File: config.mk
export PLATFORM = sky130hd
export DESIGN_NAME = first_fit_block_allocator
export DESIGN_NICKNAME = d
export VERILOG_FILES = /design/src/ffba_pkg.sv /design/src/ffba_dp.sv /design/src/ffba_ctrl.sv /design/src/first_fit_block_allocator.sv
export SDC_FILE = /design/constraint.sdc
export NUM_CORES = 2
export LEC_CHECK = 0
export ABC_AREA = 0
export CAP_MARGIN = 10
export CELL_PAD_IN_SITES_DETAIL_PLACEMENT = 0
export CELL_PAD_IN_SITES_GLOBAL_PLACEMENT = 1
export CORE_ASPECT_RATIO = 1.25
export CORE_MARGIN = 8
export CORE_UTILIZATION = 60
export CTS_CLUSTER_DIAMETER = 30
export DETAILED_ROUTE_END_ITERATION = 6
export DONT_BUFFER_PORTS = 1
export GPL_TIMING_DRIVEN = 1
export HOLD_SLACK_MARGIN = 0.06
export PLACE_DENSITY = 0.95
export SYNTH_ARGS = -nofsm -noshare
export SYNTH_HDL_FRONTEND = slang
export SYNTH_SLANG_ARGS = --single-unit
export TNS_END_PERCENT = 100
File: constraint.sdc
create_clock -name clk -period 10.8 [get_ports clk]
set_clock_uncertainty 0.2 [all_clocks]
set_input_delay 2.16 -clock clk [delete_from_list [all_inputs] [get_ports clk]]
set_output_delay 2.16 -clock clk [all_outputs]
set_load 0.01 [all_outputs]
File: src/ffba_pkg.sv
// Package for the first-fit block allocator.
// Holds sizing constants, operation and status codes, and the shared struct types.
// No dependencies; every other file refers to it by scoped names.
package ffba_pkg;

	localparam int MAX_BLOCKS = 64;
	localparam int ADDR_BITS  = 16;

	localparam int IDX_W  = $clog2(MAX_BLOCKS);
	localparam int CNT_W  = $clog2(MAX_BLOCKS + 1);
	localparam int SIZE_W = ADDR_BITS + 1;

	localparam int OP_W    = 2;
	localparam int REQ_W   = 16;
	localparam int FADDR_W = 16;
	localparam int FSIZE_W = 17;
	localparam int ST_W    = 2;
	localparam int MRG_W   = 6;

	localparam int SZC_W = (SIZE_W > REQ_W) ? SIZE_W : REQ_W;
	localparam int SUM_W = SZC_W + 1;
	localparam int CMP_W = (ADDR_BITS > FADDR_W) ? ADDR_BITS : FADDR_W;

	localparam longint unsigned ARENA = 64'd1 << ADDR_BITS;

	localparam logic [MRG_W-1:0] MRG_MAX = '1;

	localparam logic [OP_W-1:0] OP_ALLOC    = 2'd0;
	localparam logic [OP_W-1:0] OP_FREE     = 2'd1;
	localparam logic [OP_W-1:0] OP_COALESCE = 2'd2;

	localparam logic [ST_W-1:0] ST_OK        = 2'd0;
	localparam logic [ST_W-1:0] ST_NOT_FOUND = 2'd1;
	localparam logic [ST_W-1:0] ST_FULL      = 2'd2;

	typedef struct packed {
		logic [OP_W-1:0]    operation;
		logic [REQ_W-1:0]   request_size;
		logic [FADDR_W-1:0] block_address;
	} cmd_t;

	typedef struct packed {
		logic [ST_W-1:0]    status;
		logic [FADDR_W-1:0] granted_address;
		logic [FSIZE_W-1:0] freed_size;
		logic [MRG_W-1:0]   merge_count;
	} rsp_t;

	typedef struct packed {
		logic [ADDR_BITS-1:0] base;
		logic [SIZE_W-1:0]    size;
		logic                 free;
	} entry_t;

	typedef struct packed {
		logic start;
		logic scan;
		logic post;
	} dp_ctl_t;

	typedef struct packed {
		logic hit;
		logic done;
		logic rsp_free;
	} dp_sts_t;

endpackage

File: src/ffba_dp.sv
// Datapath of the first-fit block allocator: block table memory, scan pointers,
// coalesce merge register, result and output registers. Depends on ffba_pkg.
module ffba_dp (
	input  logic              clk,
	input  logic              arst_n,
	input  ffba_pkg::cmd_t    cmd,
	input  ffba_pkg::dp_ctl_t ctl,
	output ffba_pkg::dp_sts_t sts,
	output logic              rsp_valid,
	input  logic              rsp_stall,
	output ffba_pkg::rsp_t    rsp
);

	ffba_pkg::entry_t mem [ffba_pkg::MAX_BLOCKS];
	ffba_pkg::entry_t rdata_s1;
	logic             rvalid_s1;
	logic [ffba_pkg::IDX_W-1:0] chk_s1;

	logic [ffba_pkg::OP_W-1:0]    op_q;
	logic [ffba_pkg::REQ_W-1:0]   req_q;
	logic [ffba_pkg::FADDR_W-1:0] addr_q;

	logic [ffba_pkg::CNT_W-1:0]  count_q;
	logic [ffba_pkg::SIZE_W-1:0] top_q;
	logic [ffba_pkg::CNT_W-1:0]  rd_ptr_q;
	logic [ffba_pkg::CNT_W-1:0]  wr_q;
	ffba_pkg::entry_t            cur_q;
	logic                        cur_valid_q;
	logic [ffba_pkg::MRG_W-1:0]  merges_q;
	ffba_pkg::rsp_t              res_q;
	ffba_pkg::rsp_t              rsp_q;
	logic                        rsp_valid_q;

	logic is_alloc, is_free, is_coal;
	logic issue, fit, match, hit, done, merge, no_room, rsp_free;
	logic [ffba_pkg::SUM_W-1:0] append_sum;

	logic                       wen;
	logic [ffba_pkg::IDX_W-1:0] waddr;
	ffba_pkg::entry_t           wdata;

	always_comb begin
		is_alloc   = op_q == ffba_pkg::OP_ALLOC;
		is_free    = op_q == ffba_pkg::OP_FREE;
		is_coal    = op_q == ffba_pkg::OP_COALESCE;
		issue      = ctl.scan && (rd_ptr_q < count_q);
		fit        = rdata_s1.free &&
			(ffba_pkg::SZC_W'(rdata_s1.size) >= ffba_pkg::SZC_W'(req_q));
		match      = ffba_pkg::CMP_W'(rdata_s1.base) == ffba_pkg::CMP_W'(addr_q);
		hit        = rvalid_s1 && ((is_alloc && fit) || (is_free && match));
		done       = !rvalid_s1 && (rd_ptr_q >= count_q);
		merge      = cur_valid_q && cur_q.free && rdata_s1.free;
		append_sum = ffba_pkg::SUM_W'(top_q) + ffba_pkg::SUM_W'(req_q);
		no_room    = (count_q >= ffba_pkg::CNT_W'(ffba_pkg::MAX_BLOCKS)) ||
			top_q[ffba_pkg::ADDR_BITS] ||
			(append_sum > ffba_pkg::SUM_W'(ffba_pkg::ARENA));
		rsp_free   = !rsp_valid_q || !rsp_stall;
	end

	assign sts.hit      = hit;
	assign sts.done     = done;
	assign sts.rsp_free = rsp_free;

	always_comb begin
		wen   = 1'b0;
		waddr = chk_s1;
		wdata = rdata_s1;
		if (ctl.scan) begin
			if (hit) begin
				wen        = 1'b1;
				waddr      = chk_s1;
				wdata.free = is_free;
			end else if (is_coal && rvalid_s1 && !merge && cur_valid_q) begin
				wen   = 1'b1;
				waddr = wr_q[ffba_pkg::IDX_W-1:0];
				wdata = cur_q;
			end else if (done && is_alloc && !no_room) begin
				wen        = 1'b1;
				waddr      = count_q[ffba_pkg::IDX_W-1:0];
				wdata.base = top_q[ffba_pkg::ADDR_BITS-1:0];
				wdata.size = ffba_pkg::SIZE_W'(req_q);
				wdata.free = 1'b0;
			end else if (done && is_coal && cur_valid_q) begin
				wen   = 1'b1;
				waddr = wr_q[ffba_pkg::IDX_W-1:0];
				wdata = cur_q;
			end
		end
	end

	always_ff @(posedge clk) begin
		if (wen) begin
			mem[waddr] <= wdata;
		end
		rdata_s1 <= mem[rd_ptr_q[ffba_pkg::IDX_W-1:0]];
	end

	always_ff @(posedge clk or negedge arst_n) begin
		if (!arst_n) begin
			count_q     <= '0;
			top_q       <= '0;
			rd_ptr_q    <= '0;
			wr_q        <= '0;
			rvalid_s1   <= 1'b0;
			cur_valid_q <= 1'b0;
			rsp_valid_q <= 1'b0;
		end else begin
			if (ctl.start) begin
				rd_ptr_q    <= '0;
				wr_q        <= '0;
				rvalid_s1   <= 1'b0;
				cur_valid_q <= 1'b0;
			end else if (ctl.scan) begin
				rvalid_s1 <= issue;
				if (issue) begin
					rd_ptr_q <= rd_ptr_q + 1'b1;
				end
				if (is_coal && rvalid_s1 && !merge) begin
					cur_valid_q <= 1'b1;
					if (cur_valid_q) begin
						wr_q <= wr_q + 1'b1;
					end
				end
				if (done && is_alloc && !no_room) begin
					count_q <= count_q + 1'b1;
					top_q   <= top_q + ffba_pkg::SIZE_W'(req_q);
				end
				if (done && is_coal) begin
					count_q <= cur_valid_q ? wr_q + 1'b1 : wr_q;
				end
			end
			if (ctl.post && rsp_free) begin
				rsp_valid_q <= 1'b1;
			end else if (!rsp_stall) begin
				rsp_valid_q <= 1'b0;
			end
		end
	end

	always_ff @(posedge clk) begin
		if (ctl.start) begin
			op_q     <= cmd.operation;
			req_q    <= cmd.request_size;
			addr_q   <= cmd.block_address;
			res_q    <= '0;
			merges_q <= '0;
		end else if (ctl.scan) begin
			chk_s1 <= rd_ptr_q[ffba_pkg::IDX_W-1:0];
			if (is_coal && rvalid_s1) begin
				if (merge) begin
					cur_q.size <= cur_q.size + rdata_s1.size;
					if (merges_q != ffba_pkg::MRG_MAX) begin
						merges_q <= merges_q + 1'b1;
					end
				end else begin
					cur_q <= rdata_s1;
				end
			end
			if (hit) begin
				if (is_alloc) begin
					res_q.granted_address <= ffba_pkg::FADDR_W'(rdata_s1.base);
				end else begin
					res_q.freed_size <= ffba_pkg::FSIZE_W'(rdata_s1.size);
				end
			end else if (done) begin
				if (is_alloc) begin
					if (no_room) begin
						res_q.status <= ffba_pkg::ST_FULL;
					end else begin
						res_q.granted_address <=
							ffba_pkg::FADDR_W'(top_q[ffba_pkg::ADDR_BITS-1:0]);
					end
				end else if (is_free) begin
					res_q.status <= ffba_pkg::ST_NOT_FOUND;
				end else if (is_coal) begin
					res_q.merge_count <= merges_q;
				end
			end
		end
		if (ctl.post && rsp_free) begin
			rsp_q <= res_q;
		end
	end

	assign rsp       = rsp_q;
	assign rsp_valid = rsp_valid_q;

endmodule

File: src/ffba_ctrl.sv
// Controller of the first-fit block allocator: sequences accept, table scan
// and hand-off of the result to the output register. Depends on ffba_pkg.
module ffba_ctrl (
	input  logic              clk,
	input  logic              arst_n,
	input  logic              cmd_valid,
	output logic              busy,
	output ffba_pkg::dp_ctl_t ctl,
	input  ffba_pkg::dp_sts_t sts
);

	typedef enum logic [1:0] {
		IDLE,
		SCAN,
		DONE
	} state_t;

	state_t state_q;

	always_comb begin
		busy      = state_q != IDLE;
		ctl.start = (state_q == IDLE) && cmd_valid;
		ctl.scan  = state_q == SCAN;
		ctl.post  = state_q == DONE;
	end

	always_ff @(posedge clk or negedge arst_n) begin
		if (!arst_n) begin
			state_q <= IDLE;
		end else begin
			unique case (state_q)
				IDLE: begin
					if (cmd_valid) begin
						state_q <= SCAN;
					end
				end
				SCAN: begin
					if (sts.hit || sts.done) begin
						state_q <= DONE;
					end
				end
				DONE: begin
					if (sts.rsp_free) begin
						state_q <= IDLE;
					end
				end
				default: begin
					state_q <= IDLE;
				end
			endcase
		end
	end

endmodule

File: src/first_fit_block_allocator.sv
// First-fit block allocator with coalescing, top level.
// Instantiates ffba_ctrl and ffba_dp; depends on ffba_pkg.
//
// Usage: a transaction on the cmd channel carries an operation (allocate, free
// or coalesce) with its request size and block address. Each accepted
// transaction yields exactly one transaction on the rsp channel with a status,
// the granted address, the freed size and the merge count.
// The block table sits in a single memory with one read and one write port,
// and an operation walks it one entry per cycle. A transaction stops at the
// first matching table entry or walks the whole table, and its result then
// moves into the output register. cmd_stall is high from acceptance until
// the result has moved into the output register and drops in the cycle
// after. The next transaction may be taken while an earlier result still
// waits on a stalled rsp channel. A stalled rsp transaction holds its
// payload; a second finished result waits inside the block until the
// output register frees up.
// Reset empties the table and sets the arena top to zero at once; no clearing
// pass runs, and the block accepts transactions in the first cycle after reset.
module first_fit_block_allocator (
	input  logic           clk,
	input  logic           arst_n,
	input  logic           cmd_valid,
	output logic           cmd_stall,
	input  ffba_pkg::cmd_t cmd,
	output logic           rsp_valid,
	input  logic           rsp_stall,
	output ffba_pkg::rsp_t rsp
);

	ffba_pkg::dp_ctl_t ctl;
	ffba_pkg::dp_sts_t sts;
	logic              busy;

	ffba_ctrl u_ctrl (
		.clk       (clk),
		.arst_n    (arst_n),
		.cmd_valid (cmd_valid),
		.busy      (busy),
		.ctl       (ctl),
		.sts       (sts)
	);

	ffba_dp u_dp (
		.clk       (clk),
		.arst_n    (arst_n),
		.cmd       (cmd),
		.ctl       (ctl),
		.sts       (sts),
		.rsp_valid (rsp_valid),
		.rsp_stall (rsp_stall),
		.rsp       (rsp)
	);

	assign cmd_stall = busy;

endmodule

# Word level (Yosys, flattened, before mapping)
# Memories as Yosys holds them, arrays and structs flattened. A register that Yosys moved wholly into a read port is not among the register bits.
# Cells that the tools add are included.
[totals] register_bits=205 ram_bits=2176 input_bits=38 out_inout_bits=43 word_cells=150 memories=1
[mem_list] name="u_dp.mem" words=64 word_bits=34 read_ports=1 rd_clocked_by_memory_dff=1 write_ports=1 line_no="ffba_dp.sv:14" text="ffba_pkg::entry_t mem [ffba_pkg::MAX_BLOCKS];"
[classes] addsub=7 n_lt_le_gt_ge=5 n_eq_ne=12 mux=47 bitwise=5 reduce_logical=49
[op_table] cell="two-way mux 34 bit" count=4
[op_table] cell="two-way mux 16 bit" count=5
[op_table] cell="two-way mux 7 bit" count=9
[op_table] cell="two-way mux 33 bit" count=1
[op_table] cell="two-way mux 6 bit" count=5
[op_table] cell="adder 7 x 1 -> 7 bit, second input constant" count=3
[op_table] cell="adder 17 x 16 -> 18 bit" count=1
[op_table] cell="greater-than comparator 18 x 17 -> 1 bit, second input constant" count=1
[op_table] cell="adder 17 x 16 -> 17 bit" count=1
[op_table] cell="adder 17 bit" count=1
[op_table] cell=">= comparator 17 x 16 -> 1 bit" count=1
[op_table] cell="logical AND 1 bit" count=17
[op_table] cell="two-way mux 17 bit" count=1
[op_table] cell="equality test 16 bit" count=1
[op_table] cell="two-way mux 1 bit" count=15
[op_table] cell="AND reduction 3 bit" count=5
[op_table] cell="nonzero test 2 bit" count=7
[op_table] cell="two-way mux 2 bit" count=6
[op_table] cell="AND reduction 4 bit" count=3
[op_table] cell="inequality test 2 bit, second input constant" count=4
[op_table] cell=">= comparator 7 bit" count=1
[op_table] cell=">= comparator 7 bit, second input constant" count=1
[op_table] cell="less-than comparator 7 bit" count=1
[op_table] cell="adder 6 x 1 -> 6 bit, second input constant" count=1
[op_table] cell="12 further kinds" count=30

# Longest topological paths before layout
[logic_depth] depth_word=11 mapped_depth=17 depth_no_buf=14

# By module
# Synthesis repeated with hierarchy kept, for this count alone.
[unflattened] hier_cells=4330 area_unflattened_um2=94310.5
[by_module_without_submodules] module="ffba_dp" n_inst=1 cells_each=4319 area_per_inst_um2=94191.6 seq_area_each_um2=71443.5
[by_module_without_submodules] module="ffba_ctrl" n_inst=1 cells_each=11 area_per_inst_um2=118.9 seq_area_each_um2=50.0

# Least setup slack after synthesis
# Ideal clock, no wire load.
[synth_path] path_type="reg2reg" startpoint="reg u_dp.rd_ptr_q[0] (netlist name)" endpoint="mem u_dp.mem[0][3] (netlist name) (data pin)" setup_time_ns=0.702 t_arrival_ns=5.900 required_ns=9.898 path_slack_ns=3.998 path_stages_with_launch=18 n_path_buf=6 synth_period_minus_slack_ns=6.802 path_cell_list="dfrtp_1 -> clkbuf_1 -> clkbuf_1 -> buf_1 -> inv_1 -> ha_1 -> nor2b_1 -> o21a_1 -> o21ai_0 -> a21o_1 -> a21oi_1 -> nand3_1 -> clkbuf_1 -> nor2_1 -> buf_2 -> buf_2 -> a22oi_1 -> o21ai_0"
[synth_lines] element="start: declaration" line_no="ffba_dp.sv:25" text="logic [ffba_pkg::CNT_W-1:0] rd_ptr_q;"
[synth_lines] element="start signal: assignment" line_no="ffba_dp.sv:116" text="rd_ptr_q <= rd_ptr_q + 1'b1;"
[synth_lines] element="end: declaration" line_no="ffba_dp.sv:14"

# Worst setup path in the final report
[layout_path] startpoint="reg u_dp.rd_ptr_q[0] (netlist name)" endpoint="mem u_dp.mem[57][32] (netlist name), enable pin"
[layout_between] elab_chain_len=11 elab_cells_between_ends=18 classes_between="order compare (1); mux (12); reduce/logical (5)"
[layout_lines] element=">= comparator 7 bit (*)" line_no="ffba_dp.sv:51" text="done = !rvalid_s1 && (rd_ptr_q >= count_q);"
[layout_lines] element="logical AND 1 bit (*)" line_no="ffba_dp.sv:51"
[layout_lines] element="logical AND 1 bit (2 in series)" line_no="ffba_dp.sv:83" text="end else if (done && is_coal && cur_valid_q) begin"
[layout_lines] element="two-way mux 1 bit" line_no="ffba_dp.sv:83"
[layout_lines] element="two-way mux 1 bit" line_no="ffba_dp.sv:77" text="end else if (done && is_alloc && !no_room) begin"
[layout_lines] element="two-way mux 1 bit" line_no="ffba_dp.sv:73" text="end else if (is_coal && rvalid_s1 && !merge && cur_valid_q) begin"
[layout_lines] element="two-way mux 1 bit" line_no="ffba_dp.sv:69" text="if (hit) begin"
[layout_lines] element="two-way mux 1 bit" line_no="ffba_dp.sv:68" text="if (ctl.scan) begin"
[layout_lines] element="two-way mux 1 bit" line_no="ffba_dp.sv:92" text="if (wen) begin"
[layout_lines] element="two-way mux 1 bit (implied by the code)" line_no="ffba_dp.sv:93" text="mem[waddr] <= wdata;"
# Mark *: on every way between the ends. The rest lies on a longest branch, timed or not.

==> results.yml <==
global_route:
  grt.busiest_layer: "met2"
  grt.total_usage_pct: 33.8
  antenna_found_initial: 21
  use_met2_pct: 55.7
  overflow: 0
  grt_util_met3_pct: 8.56
  grt_max_degree: 160
  grt_pass1_vias: 51466
  grt_pass1_wl_um: 404000
  use_met1_pct: 40.5
sta:
  rsz0062_at_grt: "false"
  period_share_pct: 70.8
  hold_viol_final: 0
  final.min_clock_period_ps: 7650
  finalSetupTns_ps: 0
  drv_slew: 0
  fmax_mhz: 131
  worstMarginPinSlew_ps: 1380
  max-slew-margin-rel_pct: 7.57
  setup_violations: 0
power:
  p_sw_mw: 11.2
  leakagePower_nw: 34.8
  switching_share_pct: 33.4
  intPower_mw: 22.4
  clkPwrFrac_pct: 35.4
  power_mw: 33.6
  irDropWorstVdd_mv: 0.325
  seq_power_share_pct: 37.8
  p_comb_share_pct: 26.8
  power_density_nw_per_um2: 305
clocking:
  cts_resized: 0
  cts_setup_buffers: 0
  clk_path_buf_depth: 4
  ctsHoldBuffers: 0
  h-tree-depth: 5
  cts-buffers-inserted: 356
  root_buffer: "clkbuf_16"
  clkSlewWorstSetupHoldPaths_ps: 60
  cts_sinks: 2415
  insertion_delay_ps: 970
  cts_tree: "yes"
floorplanning:
  core_um2: 156000
  dieArea_um2: 170000
  rows: 162
  io-pin-count: 81
  die_x_um: 370
  die_y_um: 459
  initial_core_util_pct: 60.4
worst_setup_path:
  rr_worst_depth: 13
  required_ps: 11110
  endpoint_kind: "flip-flop"
  rrSetupSlack_ps: 3150
  worstReg2RegStart: "u_dp.rd_ptr_q[0]$_DFFE_PN0P_"
  worstPathMaxFanout: 39
  cp-startpoint: "u_dp.rd_ptr_q[0]$_DFFE_PN0P_"
  r2r_end: "u_dp.mem[57][32]$_DFFE_PP_"
  worstSetupPathType: "reg -> reg"
  cp-start-kind: "flip-flop"
  cp.arrival_ps: 7960
detailed_routing:
  drc: 1
  vias: 51990
  ant_nets: 0
  avgViaCountPerCell: 7.57
  first_pass_iters: 7
  drt_iter0_drc: 8923
  wire_per_inst_um: 42.7
  wl_um: 293000
placed_design:
  place_congestion: 0.903
  portBuffers: 0
  hpwl_um: 144000
  detailed_place.area_um2: 97700
  dp.cells: 6209
worst_hold_path:
  holdPathStages: 0
  min_from: "u_dp.res_q[40]$_SDFFE_PP0P_"
  worstHoldPathType: "reg -> reg"
  min_to: "u_dp.rsp[40]$_DFFE_PP_"
yosys:
  synthTopCellsByCount: "2291 x edfxtp_1, 714 x mux4_2, 138 x clkbuf_1, 135 x nor2_1, 118 x nand2_1"
  synth_cell_types: 81
  yosys.area.top_type: "edfxtp_1"
  synth_edf_count: 2291
  syn_area_per_cell_um2: 22.1
  synth_top_area_share_pct: 73.1
  ys.flop_type: "edfxtp_1"
  yosys.cell_count.top_type: "edfxtp_1"
  netlist_area_um2: 94100
  netlist_instances: 4252
  yosys-top-cells-area: "edfxtp_1 73%, mux4_2 17%, dfxtp_1 1.7%"
  ys_warn_count: 0
  synth_seq_area_share_pct: 76.0
  async_reset_ff_share_pct: 1.78
  ys_ff_latch: 2415
  synth_nets: 4351
finish:
  area_growth_pct: 16.7
  nNetsFinal: 4620
  finalNonFillerCells: 6871
  multi_input_area_um2: 22500
  final_cell_area_um2: 110000
  regArea_um2: 71500
  drive_above_1_share_pct: 32.7
  n_fill_cell: 8056
  utilization_pct: 70.5
run:
  drv_cap: 0
run_status:
  failed_checks: "design-rule violations"
  status: "finished with violations"
-- through the flow --
stage / setup slack (ps) / hold slack [ps]
floorplan: 4000 / 202
global placement: 4170 / 209
detailed placement: 3890 / 209
CTS: 3350 / 202
global route: 2950 / 230
finish: 3150 / 206
-- registers in the layout (all words and copies together), names as in the netlist --
register          flops
u_dp.top_q           17
u_ctrl.state_q        2
u_dp.rdata_s1        34
u_dp.rd_ptr_q         7
u_dp.op_q             2
u_dp.rvalid_s1        1
u_dp.mem           2176
u_dp.wr_q             7
u_dp.rsp             41
u_dp.cur_valid_q      1
u_dp.rsp_valid        1
u_dp.chk_s1           6
u_dp.cur_q           34
u_dp.res_q           41
u_dp.addr_q          16
u_dp.merges_q         6
u_dp.req_q           16
u_dp.count_q          7
-- worst max-delay path, cell delays in order, from the launching register on --
cell and delay (ps):
dfrtp_4 950, inv_1 150, ha_1 260, nor2b_1 160
o21a_1 130, o21ai_0 100, a21o_1 230, a21oi_1 570
nand3_1 550, a21oi_1 720, a21boi_1 640, o221a_2 400
nand3_1 810, nor2_4 1310
-- placed cells by master, fill, tap and decap left out, drive strengths merged, types with 7 or more instances in the layout --
cell / n
a211oi: 7
a21o: 9
a21oi: 50
a22oi: 33
and3: 11
buf: 120
bufinv: 37
clkbuf: 387
clkinv: 105
clkinvlp: 31
dfrtp: 43
dfxtp: 81
diode: 22
edfxtp: 2291
ha: 59
inv: 118
mux2: 9
mux2i: 31
mux4: 714
nand2: 118
nand2b: 7
nand3: 64
nand4: 13
nor2: 135
nor2b: 9
nor3: 18
nor4: 11
o21a: 9
o21ai: 117
o31ai: 11
or2: 8
or3: 7
xnor2: 13
xor2: 33
-- final cells by class --
class,instances,share of cell area [%]
Inverter,42,0.144
Multi-Input combinational cell,1586,20.5
Clock buffer,387,8.32
Clock inverter,249,2.55
Sequential cell,2415,65.1
Timing Repair Buffer,120,0.962
Tap cell,2050,2.34
Antenna cell,22,0.0501
-- metal layers --
metal	wire length [um]	share of wire, %	vias up
met5	159	0.054	-
li1	-	-	18683
met2	145000	49	5601
met1	89400	30	26362
met3	34900	12	1332
met4	24200	8.3	12
-- power by group through the flow --
stage	clock network [mW]	logic, mW	registers [mW]
final	11.9	8.99	12.7
after global routing	12.2	9.14	12.7
after CTS	11.8	8.73	12.7
after detailed placement	0	8.32	12.8
after global placement	0	7.84	12.8
after floorplan	0	5.09	12.8
-- how the worst max path moves through the flow --
| stage | end |
|---|---|
| finish | u_dp.mem[57][32]$_DFFE_PP_ |
| floorplan | u_dp.mem[0][3]$_DFFE_PP_ |
| detailed placement | u_dp.mem[57][9]$_DFFE_PP_ |
| global route | u_dp.mem[57][26]$_DFFE_PP_ |
| global placement | u_dp.mem[57][5]$_DFFE_PP_ |
| CTS | u_dp.mem[36][15]$_DFFE_PP_ |
-- logic make-up after synthesis --
| logic type | count (synthesis) | share of synthesized area, % |
|---|---|---|
| DFF | 2415 | 76.0 |
| adders and majority gates | 61 | 0.827 |
| AOI/OAI and AO/OA | 295 | 2.05 |
| buffers and inverters | 251 | 1.02 |
| xor gates and xnor gates | 46 | 0.428 |
| muxes | 754 | 17.5 |
| and+or+nand+nor | 430 | 2.18 |
No activity file was read; power rests on OpenSTA's default activity.
